File: src/hdl/psf_pkg.sv
// Shared types, constants and rounding helper for the pentagon shape function evaluator.
package psf_pkg;

    // Node count and field widths.
    localparam int NODES             = 5;
    localparam int IN_W              = 16;
    localparam int OUT_W             = 28;
    localparam int IDX_W             = 3;
    localparam int OUT_FRAC_BITS_DEF = 20;
    localparam logic [IDX_W-1:0] NODE_LAST = 3'd4;

    // Internal working widths; the working fraction is 24 bits.
    localparam int WFRAC = 24;
    localparam int FW    = 30;   // linear factors
    localparam int MW    = 28;   // factor slopes
    localparam int SQW   = 33;   // r*r + s*s
    localparam int DENW  = 34;   // denominator
    localparam int UW    = 34;   // 2a*r and 2a*s
    localparam int DABW  = 32;   // |denominator|
    localparam int DSQW  = 62;   // denominator squared
    localparam int PW    = 34;   // pair products
    localparam int PPW   = 38;   // triple product
    localparam int PRW   = 36;   // d/dr of the triple product
    localparam int PSW   = 38;   // d/ds of the triple product
    localparam int ZW    = 46;   // derivative numerators
    localparam int KW    = 28;   // node weight magnitude
    localparam int RW    = 80;   // width of the rounding helper

    // Depth of the queue between front and back.
    localparam int QDEPTH = 2;

    // Pipeline length of one divider: setup, one stage per quotient bit, round.
    localparam int DIV_LAT = OUT_W + 2;

    typedef logic signed [FW-1:0] fac_t;
    typedef logic signed [MW-1:0] slope_t;

    // Per-point values handed from front to back.
    typedef struct packed {
        fac_t [NODES-1:0]       f;
        logic signed [DENW-1:0] d;
        logic signed [UW-1:0]   ur;
        logic signed [UW-1:0]   us;
        logic [DABW-1:0]        dabs;
        logic [DSQW-1:0]        dsq;
    } point_t;

    // Factor offsets and slopes in Q.24.
    localparam fac_t LIN_C [NODES] = '{
        30'sd13573053, -30'sd16777216, 30'sd43923322, -30'sd16777216, 30'sd43923322
    };
    localparam slope_t LIN_M [NODES] = '{
        28'sd0, -28'sd12189361, 28'sd51634961, 28'sd12189361, -28'sd51634961
    };

    // Denominator constants.
    localparam logic signed [DENW-1:0] DEN_G = 34'sd2057052833;
    localparam logic signed [29:0]     DEN_A = 30'sd300119964;

    // Factors used by each node.
    localparam logic [2:0] NODE_FAC [NODES][3] = '{
        '{3'd0, 3'd1, 3'd2},
        '{3'd1, 3'd3, 3'd2},
        '{3'd4, 3'd1, 3'd3},
        '{3'd0, 3'd4, 3'd3},
        '{3'd0, 3'd4, 3'd2}
    };

    // Node weights as magnitude and sign.
    localparam logic [KW-1:0] NODE_KMAG [NODES] = '{
        28'd194241721, 28'd157144853, 28'd157144853, 28'd194241721, 28'd74193735
    };
    localparam logic NODE_KNEG [NODES] = '{1'b1, 1'b0, 1'b0, 1'b1, 1'b0};

    // Divide by 2^n, rounding to nearest with ties away from zero.
    function automatic logic signed [RW-1:0] rnd_shift(
        input logic signed [RW-1:0] p,
        input int                   n
    );
        logic [RW-1:0] mag;
        logic [RW-1:0] q;
        mag = p[RW-1] ? RW'(-p) : RW'(p);
        q   = (mag + (RW'(1) << (n - 1))) >> n;
        rnd_shift = p[RW-1] ? -$signed(q) : $signed(q);
    endfunction

endpackage

File: src/hdl/psf_queue.sv
// Short queue of point records between the front and the back.
module psf_queue
(
    input  logic            clk,
    input  logic            rst_n,
    input  logic            push,
    output logic            push_ready,
    input  psf_pkg::point_t push_data,
    output logic            head_valid,
    input  logic            pop,
    output psf_pkg::point_t head
);
    import psf_pkg::*;

    localparam int AW = (QDEPTH > 1) ? $clog2(QDEPTH) : 1;
    localparam int CW = $clog2(QDEPTH + 1);

    point_t          mem [QDEPTH];
    logic [AW-1:0]   wr_ptr_reg;
    logic [AW-1:0]   rd_ptr_reg;
    logic [CW-1:0]   cnt_reg;

    assign push_ready = (cnt_reg != CW'(QDEPTH));
    assign head_valid = (cnt_reg != '0);
    assign head       = mem[rd_ptr_reg];

    // Pointers and fill count.
    always_ff @(posedge clk or negedge rst_n)
    begin
        if (!rst_n)
        begin
            wr_ptr_reg <= '0;
            rd_ptr_reg <= '0;
            cnt_reg    <= '0;
        end
        else
        begin
            if (push)
            begin
                wr_ptr_reg <= (wr_ptr_reg == AW'(QDEPTH - 1)) ? '0 : wr_ptr_reg + 1'b1;
            end
            if (pop)
            begin
                rd_ptr_reg <= (rd_ptr_reg == AW'(QDEPTH - 1)) ? '0 : rd_ptr_reg + 1'b1;
            end
            if (push && !pop)
            begin
                cnt_reg <= cnt_reg + 1'b1;
            end
            else if (pop && !push)
            begin
                cnt_reg <= cnt_reg - 1'b1;
            end
        end
    end

    // Storage.
    always_ff @(posedge clk)
    begin
        if (push)
        begin
            mem[wr_ptr_reg] <= push_data;
        end
    end

`ifndef SYNTHESIS
    a_no_underflow: assert property (@(posedge clk) disable iff (!rst_n)
        pop |-> cnt_reg != '0)
        else $error("queue popped while empty");
    a_cnt_bound: assert property (@(posedge clk) disable iff (!rst_n)
        cnt_reg <= CW'(QDEPTH))
        else $error("queue count beyond depth");
    a_cnt_inc: assert property (@(posedge clk) disable iff (!rst_n)
        push && !pop |=> cnt_reg == $past(cnt_reg) + 1'b1)
        else $error("queue count did not follow a push");
`endif

endmodule

File: config.mk
export PLATFORM = sky130hd
export DESIGN_NAME = psf_queue
export DESIGN_NICKNAME = d
export VERILOG_FILES = /design/src/hdl/psf_pkg.sv /design/src/hdl/psf_queue.sv
export SDC_FILE = /design/constraint.sdc
export NUM_CORES = 1
export LEC_CHECK = 0
export BUFFER_PORTS_ARGS = -buffer_cell sky130_fd_sc_hd__buf_2
export CORE_MARGIN = 5
export CORE_UTILIZATION = 35
export CTS_CLUSTER_SIZE = 24
export DETAILED_ROUTE_END_ITERATION = 12
export GPL_ROUTABILITY_DRIVEN = 0
export GPL_TIMING_DRIVEN = 0
export SLEW_MARGIN = 20
export SYNTH_ARGS = -nofsm -noshare
export SYNTH_HDL_FRONTEND = slang
export SYNTH_SLANG_ARGS = --single-unit
File: constraint.sdc
create_clock -name clk -period 22.9 [get_ports clk]
set_input_delay 1.145 -clock clk [delete_from_list [all_inputs] [get_ports clk]]
set_output_delay 1.145 -clock clk [all_outputs]
set_load 0.05 [all_outputs]
==> results of run 1 <==
==> synthesized netlist by cell type <==
master	instances	area, um^2
sky130_fd_sc_hd__edfxtp_1	692	20800
sky130_fd_sc_hd__mux2_4	330	4950
sky130_fd_sc_hd__buf_12	33	661
sky130_fd_sc_hd__mux2_2	16	180
sky130_fd_sc_hd__buf_6	5	56.3
sky130_fd_sc_hd__dfrtp_1	4	100
sky130_fd_sc_hd__xor2_1	4	35.0
sky130_fd_sc_hd__and2_1	1	6.26
sky130_fd_sc_hd__buf_2	1	5.00
sky130_fd_sc_hd__ha_1	1	12.5
sky130_fd_sc_hd__inv_1	1	3.75
sky130_fd_sc_hd__nand2b_1	1	6.26
sky130_fd_sc_hd__nor2_1	1	3.75
sky130_fd_sc_hd__nor2b_1	1	6.26
sky130_fd_sc_hd__or2_2	1	6.26
sky130_fd_sc_hd__xnor2_1	1	8.76
==> worst max-delay path: stages (launching register included) <==
cell                      delay (ps)
sky130_fd_sc_hd__dfrtp_1         340
sky130_fd_sc_hd__buf_6           140
sky130_fd_sc_hd__buf_12          220
sky130_fd_sc_hd__buf_12          190
sky130_fd_sc_hd__mux2_4          360
sky130_fd_sc_hd__buf_2           230
==> how the worst min path moves through the flow <==
| stage | from | end | slack (ps) | cells past startpoint |
|---|---|---|---|---|
| after floorplan | wr_ptr_reg | wr_ptr_reg | 460 | 1 |
| after global placement | wr_ptr_reg | wr_ptr_reg | 470 | 1 |
| after detailed placement | cnt_reg[1] | cnt_reg[1] | 490 | 1 |
| after CTS | rst_n | cnt_reg[1] | 260 | 1 |
| after global routing | rst_n | cnt_reg[0] | 280 | 1 |
| final | rst_n | cnt_reg[1] | 320 | 1 |
==> metrics by stage <==
step           hold WS, ps  setup TNS (ps)  setup WS [ps]
6_report               325               0          19640
5_1_grt                280               0          19520
4_1_cts                262               0          19530
3_5_place_dp           486               0          19380
3_3_place_gp           469        -1202430          -3540
2_1_floorplan          455               0           5790
==> metal layers <==
metal / global-route usage (%) / wire (um) / vias up
met2: 26.1 / 32500 / 527
met4: 5.05 / 1750 / 32
met1: 15.2 / 21800 / 6534
met3: 7.00 / 6900 / 146
met5: 0 / 208 / -
li1: - / - / 6009
==> kinds of logic (layout without fill, tap and decap cells) <==
kind of cell / after synthesis / after routing / synth area share (%)
other cells: 0 / 13 / 0
mux: 346 / 346 / 19.1
xor+xnor: 5 / 5 / 0.163
flops: 696 / 696 / 77.8
fa+ha+maj: 1 / 1 / 0.0466
buf+inv: 40 / 904 / 2.71
simple gates: 5 / 5 / 0.107
==> power by group through the flow <==
stage	Clock [mW]	Combinational, mW	Sequential (mW)
5_1_grt	1.33	2.43	1.76
3_3_place_gp	0	2.29	1.98
3_5_place_dp	0	2.36	1.77
4_1_cts	1.28	2.37	1.74
2_1_floorplan	0	1.83	1.89
6_report	1.23	2.33	1.74
==> cell type report <==
class	count	area [um^2]	share of cell area [%]
Antenna cell	13	32.5	0.0936
Buffer	39	722	2.08
Clock buffer	96	2060	5.93
Clock inverter	48	522	1.50
Inverter	1	3.75	0.0108
Multi-Input combinational cell	357	5230	15.0
Sequential cell	696	20900	60.1
Tap cell	1030	1290	3.71
Timing Repair Buffer	720	4020	11.6
==> impl_results.rst, run 1 <==
.. list-table::
   :header-rows: 1

   * - Metric
     - Value
   * - Detailed Routing Iterations Pass 1
     - 4
   * - Synth Register Bits
     - 696
   * - Start of the worst register-to-register path
     - wr_ptr_reg
   * - Combinational power share
     - 43.9%
   * - Maximum number of buffers from clock root to sink
     - 3
   * - Proportion of total power due to net switching
     - 39.5%
   * - Clk pin slew, worst setup/hold paths
     - 60 ps
   * - Worst Setup End Kind
     - primary output
   * - Internal Pwr Total
     - 3.21 mW
   * - Remaining max-slew budget at the tightest pin
     - 53.4%
   * - Ys Warns
     - 0
   * - Type of the worst setup path
     - reg2out
   * - CTS resizes
     - 0
   * - Path category of the worst min-delay check
     - in2async
   * - Final Max Slew Viols
     - 0
   * - Synthesized area per cell
     - 24.5 um^2
   * - Net count of the finished layout
     - 2245
   * - Flip-flop count of the largest register, all copies and words added
     - 692
   * - Cell Area, Synth
     - 26800 um^2
   * - Count of non-filler cells in the finished layout
     - 3000
   * - Wire length of the first global-routing pass
     - 90600 um
   * - Data arrival time of the worst path
     - 2110 ps
   * - Portion of total power attributed to sequential cells
     - 32.8%
   * - Worst Path Required
     - 21760 ps
   * - Switching component of the power
     - 2.10 mW
   * - Total Power
     - 5.30 mW
   * - Final core area utilization
     - 45.8%
   * - Area overhead of the layout relative to synthesis
     - 29.6%
   * - Effective utilization at floorplan
     - 35.3%
   * - Sequential-to-total area share from yosys stat
     - 77.8%
   * - Total CTS buffers
     - 79
   * - Reg-to-Reg End
     - mem[1][100]
   * - Number of instances in the synthesized netlist
     - 1093
   * - Outcome
     - completed
   * - Post-Layout Inst Area
     - 34800 um^2
   * - Total instance count after detailed placement
     - 2843
   * - Via total after detailed routing
     - 13.2k
   * - Leakage power summed over all cells
     - 13.9 nW
   * - Filler cell count
     - 6529
   * - Htree depth
     - 3
   * - Share of final-layout standard cells stronger than drive strength 1
     - 62.2%
   * - Post-Syn Nets
     - 1444
   * - # rows
     - 101
   * - Worst setup path startpoint
     - rd_ptr_reg
   * - Slew @ Worst Pin
     - 700 ps
   * - Aggregate routed wire length
     - 63100 um
   * - Wire length per cell after detailed routing
     - 21.0 um
   * - Placed standard-cell area
     - 32100 um^2
   * - Setup repair after global routing missed its margin
     - no
   * - Most frequent cells in the layout
     - sky130_fd_sc_hd__buf_2 (698), sky130_fd_sc_hd__edfxtp_1 (692), sky130_fd_sc_hd__mux2_4 (330)
   * - CTS tree
     - yes
   * - Worst-case reg-to-reg path depth
     - 5
   * - Tcrit/Tclk final
     - 14.2%
   * - Pin count of the biggest net entering global routing
     - 53
   * - Vias per inst
     - 4.42
   * - Number of global-route vias before repair
     - 14.6k
   * - Placeable core region
     - 75900 um^2
   * - Number of distinct standard cells referenced by the synthesized netlist
     - 16
   * - Maximum resistive drop on vdd
     - 122 uV
   * - CTS sink count
     - 696
   * - Postcts setup bufs
     - 0
   * - Overall track demand over capacity in global routing
     - 14.7%
   * - R2r setup slk
     - 20260 ps
   * - Type of element launching the critical path
     - flip-flop
   * - Detailed Route Iter0 Violations
     - 546
   * - Clk network pwr share
     - 23.2%
   * - Maximum clock frequency
     - 307 MHz
   * - IO buf count
     - 697
   * - Overall die area
     - 82300 um^2
   * - Antenna violation net count after detailed routing
     - 0
   * - X dimension of the die
     - 287 um
   * - Setup violators final
     - 0
   * - Termination of the worst setup path
     - head[269]
   * - Total power density per cell area
     - 153 nW/um^2
   * - Antenna violations before repair
     - 37
   * - Grt total ovfl
     - 0
   * - Vert. Die Dim
     - 287 um
   * - Clock insertion delay at the later pin of the skew report
     - 610 ps
   * - Max FO, Critical Path
     - 10
   * - Post-Route Skew
     - 30.1 ps
   * - DRC violations left
     - 0
   * - Leading cell type in the layout, fill and taps excluded
     - sky130_fd_sc_hd__buf_2
   * - Crit path time final
     - 3260 ps
   * - # hold bufs at CTS
     - 0
   * - # IOs
     - 698
   * - Max Cap Viol
     - 0
   * - Root buffer cell
     - sky130_fd_sc_hd__clkbuf_16
   * - Final hold viol count
     - 0
   * - Placed wire-length estimate
     - 46600 um
Power figures use the tool's default switching activity.
==> inputs of run 2 (changes only) <==
- ABC_AREA: not set -> 1
- clock period: 22.9 -> 3.3 ns (I/O delays scaled with it)
==> impl_results.rst, run 2 <==
.. list-table::
   :header-rows: 1

   * - Metric
     - Value
   * - Overall die area
     - 82300 um^2 (about the same)
   * - Setup violators final
     - 0 (unchanged)
   * - Postcts setup bufs
     - 0 (unchanged)
   * - CTS sink count
     - 696 (unchanged)
   * - Post-synth top area cell
     - sky130_fd_sc_hd__edfxtp_1 (unchanged)
   * - Number of distinct standard cells referenced by the synthesized netlist
     - 15 (was 16)
   * - Slew @ Worst Pin
     - 695 ps (was 700 ps)
   * - Portion of total power attributed to sequential cells
     - 33.0% (was 32.8%)
   * - Post-Layout Inst Area
     - 38100 um^2 (was 34800 um^2)
   * - Leakage power summed over all cells
     - 15.3 nW (was 13.9 nW)
   * - Sequential-to-total area share from yosys stat
     - 77.8% (about the same)
   * - Vert. Die Dim
     - 287 um (about the same)
   * - Most frequent cells after synthesis
     - sky130_fd_sc_hd__edfxtp_1 (692), sky130_fd_sc_hd__mux2_4 (330), sky130_fd_sc_hd__buf_12 (33) (unchanged)
   * - Htree depth
     - 3 (unchanged)
   * - Number of global-route vias before repair
     - 16.0k (was 14.6k)
   * - Number of flops mapped to enable cells by yosys
     - 692 (unchanged)
   * - Remaining max-slew budget at the tightest pin
     - 53.6% (was 53.4%)
   * - DRC violations left
     - 0 (unchanged)
   * - Tcrit/Tclk final
     - 85.9%
   * - # rows
     - 101 (unchanged)
   * - Cells traversed along the worst timing path
     - nor2_4 > buf_12 > buf_12 > buf_12 > buf_12 > buf_16 > buf_12 > buf_16 (was buf_6 > buf_12 > buf_12 > mux2_4 > buf_2)
   * - Synthesized area per cell
     - 24.4 um^2 (was 24.5 um^2)
   * - Post-Route Skew
     - 18.6 ps (was 30.1 ps)
   * - Clk pin slew, worst setup/hold paths
     - 60 ps (about the same)
   * - Total CTS buffers
     - 77 (was 79)
   * - Detailed Route Iter0 Violations
     - 615 (was 546)
   * - Cell with the largest stage delay on the worst path
     - sky130_fd_sc_hd__nor2_4 (was sky130_fd_sc_hd__mux2_4)
   * - Post-route setup TNS
     - 0 ps (unchanged)
   * - Total Power
     - 36.6 mW (was 5.30 mW)
   * - Proportion of total power due to net switching
     - 39.8% (was 39.5%)
   * - Overall track demand over capacity in global routing
     - 15.4% (was 14.7%)
   * - X dimension of the die
     - 287 um (about the same)
   * - Tightest hold margin
     - 283 ps (was 325 ps)
   * - CP dominant cell by count
     - sky130_fd_sc_hd__buf_12 (unchanged)
   * - Share of final-layout standard cells stronger than drive strength 1
     - 52.5% (was 62.2%)
   * - Worst Setup End Kind
     - flip-flop (was primary output)
   * - Internal Pwr Total
     - 22.0 mW (was 3.21 mW)
   * - Cell Area, Synth
     - 26800 um^2 (about the same)
   * - Cell class contributing the biggest share of worst-path delay
     - buffers and inverters (unchanged)
   * - Clock insertion delay at the later pin of the skew report
     - 600 ps (was 610 ps)
   * - Data arrival time of the worst path
     - 3140 ps (was 2110 ps)
   * - Maximum resistive drop on vdd
     - 675 uV (was 122 uV)
   * - Wire length per cell after detailed routing
     - 19.8 um (was 21.0 um)
   * - Leading register cell type out of synthesis
     - sky130_fd_sc_hd__edfxtp_1 (unchanged)
   * - Worst Path Required
     - 3600 ps (was 21760 ps)
   * - Number of instances in the synthesized netlist
     - 1102 (was 1093)
   * - Detailed Routing Iterations Pass 1
     - 4 (unchanged)
   * - Total power density per cell area
     - 960 nW/um^2 (was 153 nW/um^2)
   * - Antenna violations before repair
     - 8 (was 37)
   * - Vias per inst
     - 4.35 (was 4.42)
   * - Final core area utilization
     - 50.2% (was 45.8%)
   * - Top cell type's share of synthesized area
     - 77.4% (was 77.5%)
   * - Max FO, Critical Path
     - 25 (was 10)
   * - Aggregate routed wire length
     - 66200 um (was 63100 um)
   * - Maximum clock frequency
     - 353 MHz
   * - Net count of the finished layout
     - 2608 (was 2245)
   * - Count of non-filler cells in the finished layout
     - 3350 (was 3000)
   * - Wire length of the first global-routing pass
     - 96800 um (was 90600 um)
   * - Final Max Slew Viols
     - 0 (unchanged)
   * - CTS tree
     - yes (unchanged)
   * - Final hold viol count
     - 0 (unchanged)
   * - Maximum number of buffers from clock root to sink
     - 3 (unchanged)
   * - Root buffer cell
     - sky130_fd_sc_hd__clkbuf_16 (unchanged)
   * - Critical path's largest stage delay
     - 560 ps (was 360 ps)
   * - CTS resizes
     - 0 (unchanged)
   * - Top cells by area, synth
     - sky130_fd_sc_hd__edfxtp_1 (77%), sky130_fd_sc_hd__mux2_4 (18%), sky130_fd_sc_hd__buf_12 (2.5%) (unchanged)
   * - Area overhead of the layout relative to synthesis
     - 42.0% (was 29.6%)
   * - Crit path buf inv count
     - 7 (was 4)
   * - IO buf count
     - 697 (unchanged)
   * - Outcome
     - completed (unchanged)
   * - Type of element launching the critical path
     - flip-flop (unchanged)
   * - Clk network pwr share
     - 21.5% (was 23.2%)
   * - Via total after detailed routing
     - 14.6k (was 13.2k)
   * - Effective utilization at floorplan
     - 35.3% (about the same)
   * - Pre-CTS setup slack
     - 408 ps (was 19380 ps)
   * - Count leader, synth
     - sky130_fd_sc_hd__edfxtp_1 (unchanged)
   * - # IOs
     - 698 (unchanged)
   * - Combinational power share
     - 45.5% (was 43.9%)
   * - Leading cell type in the layout, fill and taps excluded
     - sky130_fd_sc_hd__buf_2 (unchanged)
   * - Grt total ovfl
     - 0 (unchanged)
   * - Max Cap Viol
     - 0 (unchanged)
   * - Proportion of register bits with asynchronous set or reset after synthesis
     - 0.575% (unchanged)
   * - Flip-flop count of the largest register, all copies and words added
     - 692 (unchanged)
   * - Path category of the worst min-delay check
     - in2reg (was in2async)
   * - Most frequent cells in the layout
     - sky130_fd_sc_hd__buf_2 (698), sky130_fd_sc_hd__edfxtp_1 (692), sky130_fd_sc_hd__dlygate4sd3_1 (350) (was sky130_fd_sc_hd__buf_2 (698), sky130_fd_sc_hd__edfxtp_1 (692), sky130_fd_sc_hd__mux2_4 (330))
   * - Placeable core region
     - 75900 um^2 (unchanged)
   * - Switching component of the power
     - 14.6 mW (was 2.10 mW)
   * - Post-layout worst setup margin
     - 466 ps (was 19640 ps)
   * - Placed standard-cell area
     - 32300 um^2 (was 32100 um^2)
   * - Type of the worst setup path
     - reg2reg (was reg2out)
   * - Placed wire-length estimate
     - 47500 um (was 46600 um)
   * - Setup repair after global routing missed its margin
     - no (unchanged)
   * - Post-Syn Nets
     - 1453 (was 1444)
   * - Antenna violation net count after detailed routing
     - 0 (unchanged)
   * - Pin count of the biggest net entering global routing
     - 34 (was 53)
   * - Crit path time final
     - 2830 ps
   * - Synth Register Bits
     - 696 (unchanged)
   * - Total instance count after detailed placement
     - 2858 (was 2843)
   * - Ys Warns
     - 0 (unchanged)
==> run 2: layout make-up <==
class | count | area, um^2
Clock buffer | 88 | 1990
Fill cell | 6189 | 37800
Sequential cell | 696 | 20900
Antenna cell | 3 | 7.51
Buffer | 39 | 722
Clock inverter | 51 | 335
Timing Repair Buffer | 1076 | 7640
Inverter | 7 | 30.0
Tap cell | 1030 | 1290
Multi-Input combinational cell | 360 | 5230
==> run 2: logic make-up (layout without fill, tap and decap cells) <==
kind of cell | after synthesis | count (layout) | synth area share [%]
buffers and inverters | 46 | 1261 | 2.79
adder cells (fa/ha/maj) | 1 | 1 | 0.0466
AND/OR/NAND/NOR | 10 | 10 | 0.154
XOR/XNOR | 3 | 3 | 0.0979
flip-flops | 696 | 696 | 77.8
multiplexers | 346 | 346 | 19.1
other | 0 | 3 | 0
==> run 2: worst paths after layout <==
| check | from | endpoint | slack, ps | depth (start not counted) |
|---|---|---|---|---|
| min in group asynchronous | rst_n | wr_ptr_reg | 510 | 3 |
| hold reg to reg | cnt_reg[1] | cnt_reg[1] | 520 | 2 |
| max in group asynchronous | rst_n | cnt_reg[1] | 2620 | 3 |
| setup reg to reg | wr_ptr_reg | mem[0][264] | 470 | 8 |
| setup / recovery | wr_ptr_reg | mem[0][264] | 470 | 8 |
| hold / removal | push_data[289] | mem[0][289] | 280 | 2 |
==> run 2: layer usage <==
metal	track usage [%]	vias to the layer above	share of wire, %
met3	5.27	114	8.3
met2	28.0	498	53
li1	-	6746	-
met5	0	-	0.032
met4	5.15	4	3.0
met1	16.7	7206	36
==> run 2: what timing repair did <==
action,CTS,global route
hold endpoints to repair,699,0
hold buffers,350,0
endpoints found under the setup margin,0,0
==> run 2: power groups by stage <==
stage	Combinational [mW]	Clock, mW	Sequential (mW)
floorplan	12.7	0	12.5
CTS	16.9	8.10	12.1
global route	17.3	8.48	12.2
detailed placement	16.5	0	12.3
finish	16.6	7.85	12.1
global placement	15.2	0	12.5
==> inputs of run 3 (changes only) <==
- CORE_AREA: not set -> 5 5 270 272
- CORE_MARGIN: 5 -> not set
- CORE_UTILIZATION: 35 -> not set
- DIE_AREA: not set -> 0 0 275 277
==> impl_results.rst, run 3 (synthesis results as in run 2) <==
.. list-table::
   :header-rows: 1

   * - Metric
     - Value
   * - CP dominant cell by count
     - sky130_fd_sc_hd__buf_12 (unchanged)
   * - Vert. Die Dim
     - 277 um (was 287 um)
   * - Slew @ Worst Pin
     - 603 ps (was 695 ps)
   * - Switching component of the power
     - 14.7 mW (was 14.6 mW)
   * - Crit path buf inv count
     - 6 (was 7)
   * - Setup violators final
     - 0 (unchanged)
   * - Post-Route Skew
     - 17.2 ps (was 18.6 ps)
   * - Cells traversed along the worst timing path
     - nand2_2 > clkinvlp_4 > buf_12 > buf_12 > buf_12 > buf_12 > buf_12 (was nor2_4 > buf_12 > buf_12 > buf_12 > buf_12 > buf_16 > buf_12 > buf_16)
   * - Path category of the worst min-delay check
     - in2reg (unchanged)
   * - Outcome
     - completed (unchanged)
   * - Htree depth
     - 3 (unchanged)
   * - Post-route setup TNS
     - 0 ps (unchanged)
   * - Final Max Slew Viols
     - 0 (unchanged)
   * - Type of element launching the critical path
     - flip-flop (unchanged)
   * - Wire length of the first global-routing pass
     - 98300 um (was 96800 um)
   * - Crit path time final
     - 2360 ps (was 2830 ps)
   * - CTS sink count
     - 696 (unchanged)
   * - Detailed Route Iter0 Violations
     - 718 (was 615)
   * - Total instance count after detailed placement
     - 2779 (was 2858)
   * - # IOs
     - 698 (unchanged)
   * - Placed wire-length estimate
     - 48200 um (was 47500 um)
   * - Detailed Routing Iterations Pass 1
     - 5 (was 4)
   * - Flip-flop count of the largest register, all copies and words added
     - 692 (unchanged)
   * - Antenna violations before repair
     - 4 (was 8)
   * - Pin count of the biggest net entering global routing
     - 33 (was 34)
   * - Worst Setup End Kind
     - flip-flop (unchanged)
   * - Most frequent cells in the layout
     - sky130_fd_sc_hd__buf_2 (698), sky130_fd_sc_hd__edfxtp_1 (692), sky130_fd_sc_hd__dlygate4sd3_1 (350) (unchanged)
   * - # rows
     - 98 (was 101)
   * - Maximum clock frequency
     - 424 MHz (was 353 MHz)
   * - Leading cell type in the layout, fill and taps excluded
     - sky130_fd_sc_hd__buf_2 (unchanged)
   * - Share of final-layout standard cells stronger than drive strength 1
     - 52.5% (about the same)
   * - CTS resizes
     - 0 (unchanged)
   * - Maximum number of buffers from clock root to sink
     - 3 (unchanged)
   * - Critical path's largest stage delay
     - 440 ps (was 560 ps)
   * - Postcts setup bufs
     - 0 (unchanged)
   * - Type of the worst setup path
     - reg2reg (unchanged)
   * - DRC violations left
     - 0 (unchanged)
   * - Leakage power summed over all cells
     - 15.4 nW (was 15.3 nW)
   * - Setup repair after global routing missed its margin
     - no (unchanged)
   * - Grt total ovfl
     - 0 (unchanged)
   * - Total power density per cell area
     - 973 nW/um^2 (was 960 nW/um^2)
   * - Combinational power share
     - 45.1% (was 45.5%)
   * - Worst Path Required
     - 3600 ps (about the same)
   * - Internal Pwr Total
     - 22.4 mW (was 22.0 mW)
   * - Effective utilization at floorplan
     - 38.1% (was 35.3%)
   * - Data arrival time of the worst path
     - 2660 ps (was 3140 ps)
   * - X dimension of the die
     - 275 um (was 287 um)
   * - Number of global-route vias before repair
     - 16.4k (was 16.0k)
   * - Cell class contributing the biggest share of worst-path delay
     - buffers and inverters (unchanged)
   * - Portion of total power attributed to sequential cells
     - 32.6% (was 33.0%)
   * - Root buffer cell
     - sky130_fd_sc_hd__clkbuf_16 (unchanged)
   * - Tcrit/Tclk final
     - 71.5% (was 85.9%)
   * - # hold bufs at CTS
     - 350 (unchanged)
   * - Overall die area
     - 76200 um^2 (was 82300 um^2)
   * - Overall track demand over capacity in global routing
     - 16.9% (was 15.4%)
   * - IO buf count
     - 697 (unchanged)
   * - Cell with the largest stage delay on the worst path
     - sky130_fd_sc_hd__dfrtp_1 (was sky130_fd_sc_hd__nor2_4)
   * - Count of non-filler cells in the finished layout
     - 3265 (was 3350)
   * - Placeable core region
     - 70500 um^2 (was 75900 um^2)
   * - Clk network pwr share
     - 22.3% (was 21.5%)
   * - Remaining max-slew budget at the tightest pin
     - 59.7% (was 53.6%)
   * - Wire length per cell after detailed routing
     - 20.5 um (was 19.8 um)
   * - Via total after detailed routing
     - 14.7k (was 14.6k)
   * - Area overhead of the layout relative to synthesis
     - 42.2% (was 42.0%)
   * - Antenna violation net count after detailed routing
     - 0 (unchanged)
   * - Tightest hold margin
     - 275 ps (was 283 ps)
   * - Clock insertion delay at the later pin of the skew report
     - 610 ps (was 600 ps)
   * - Net count of the finished layout
     - 2607 (was 2608)
   * - Max FO, Critical Path
     - 31 (was 25)
   * - Aggregate routed wire length
     - 66900 um (was 66200 um)
   * - Max Cap Viol
     - 0 (unchanged)
   * - Clk pin slew, worst setup/hold paths
     - 60 ps (about the same)
   * - CTS tree
     - yes (unchanged)
   * - Maximum resistive drop on vdd
     - 624 uV (was 675 uV)
   * - Final hold viol count
     - 0 (unchanged)
   * - Proportion of total power due to net switching
     - 39.5% (was 39.8%)
   * - Vias per inst
     - 4.50 (was 4.35)
   * - Total CTS buffers
     - 75 (was 77)
run 3: metrics by stage:
step | utilization, % | power [mW] | area [um^2] | setup WS, ps
3_3_place_gp | 44.7 | 27.7 | 31500 | -6090
5_1_grt | 54.1 | 38.5 | 38200 | 779
3_5_place_dp | 45.7 | 28.8 | 32200 | 891
4_1_cts | 54.1 | 37.6 | 38200 | 877
2_1_floorplan | - | 25.2 | 26900 | -2780
6_report | 54.1 | 37.1 | 38200 | 942
run 3: routing by layer:
layer	part of all wire (%)	wire [um]	global-route usage [%]
met5	0	0	0
met4	3.6	2420	7.10
met3	7.2	4830	4.81
met2	53	35200	30.4
met1	37	24500	18.8
run 3: area by class of cell:
| cell class | instances | area [um^2] |
|---|---|---|
| Antenna cell | 4 | 10.0 |
| Buffer | 39 | 722 |
| Clock buffer | 95 | 1970 |
| Clock inverter | 37 | 462 |
| Fill cell | 5557 | 32300 |
| Inverter | 7 | 30.0 |
| Multi-Input combinational cell | 360 | 5230 |
| Sequential cell | 696 | 20900 |
| Tap cell | 950 | 1190 |
| Timing Repair Buffer | 1077 | 7670 |
run 3: final timing paths:
kind	from	to	slack, ps	cells past startpoint
worst max-delay path	wr_ptr_reg	mem[1][114]	940	7
worst min-delay path	push_data[52]	mem[0][52]	280	2
worst max register to register	wr_ptr_reg	mem[1][114]	940	7
worst min register to register	cnt_reg[1]	cnt_reg[1]	510	2
max in group asynchronous	rst_n	rd_ptr_reg	2630	3
min in group asynchronous	rst_n	wr_ptr_reg	490	3
run 3: power by group through the flow:
stage               clock, mW  combinational, mW  sequential [mW]
floorplan                   0               12.7             12.5
global placement            0               15.2             12.5
detailed placement          0               16.5             12.3
CTS                      8.53               16.9             12.1
global route             8.91               17.4             12.2
finish                   8.28               16.8             12.1
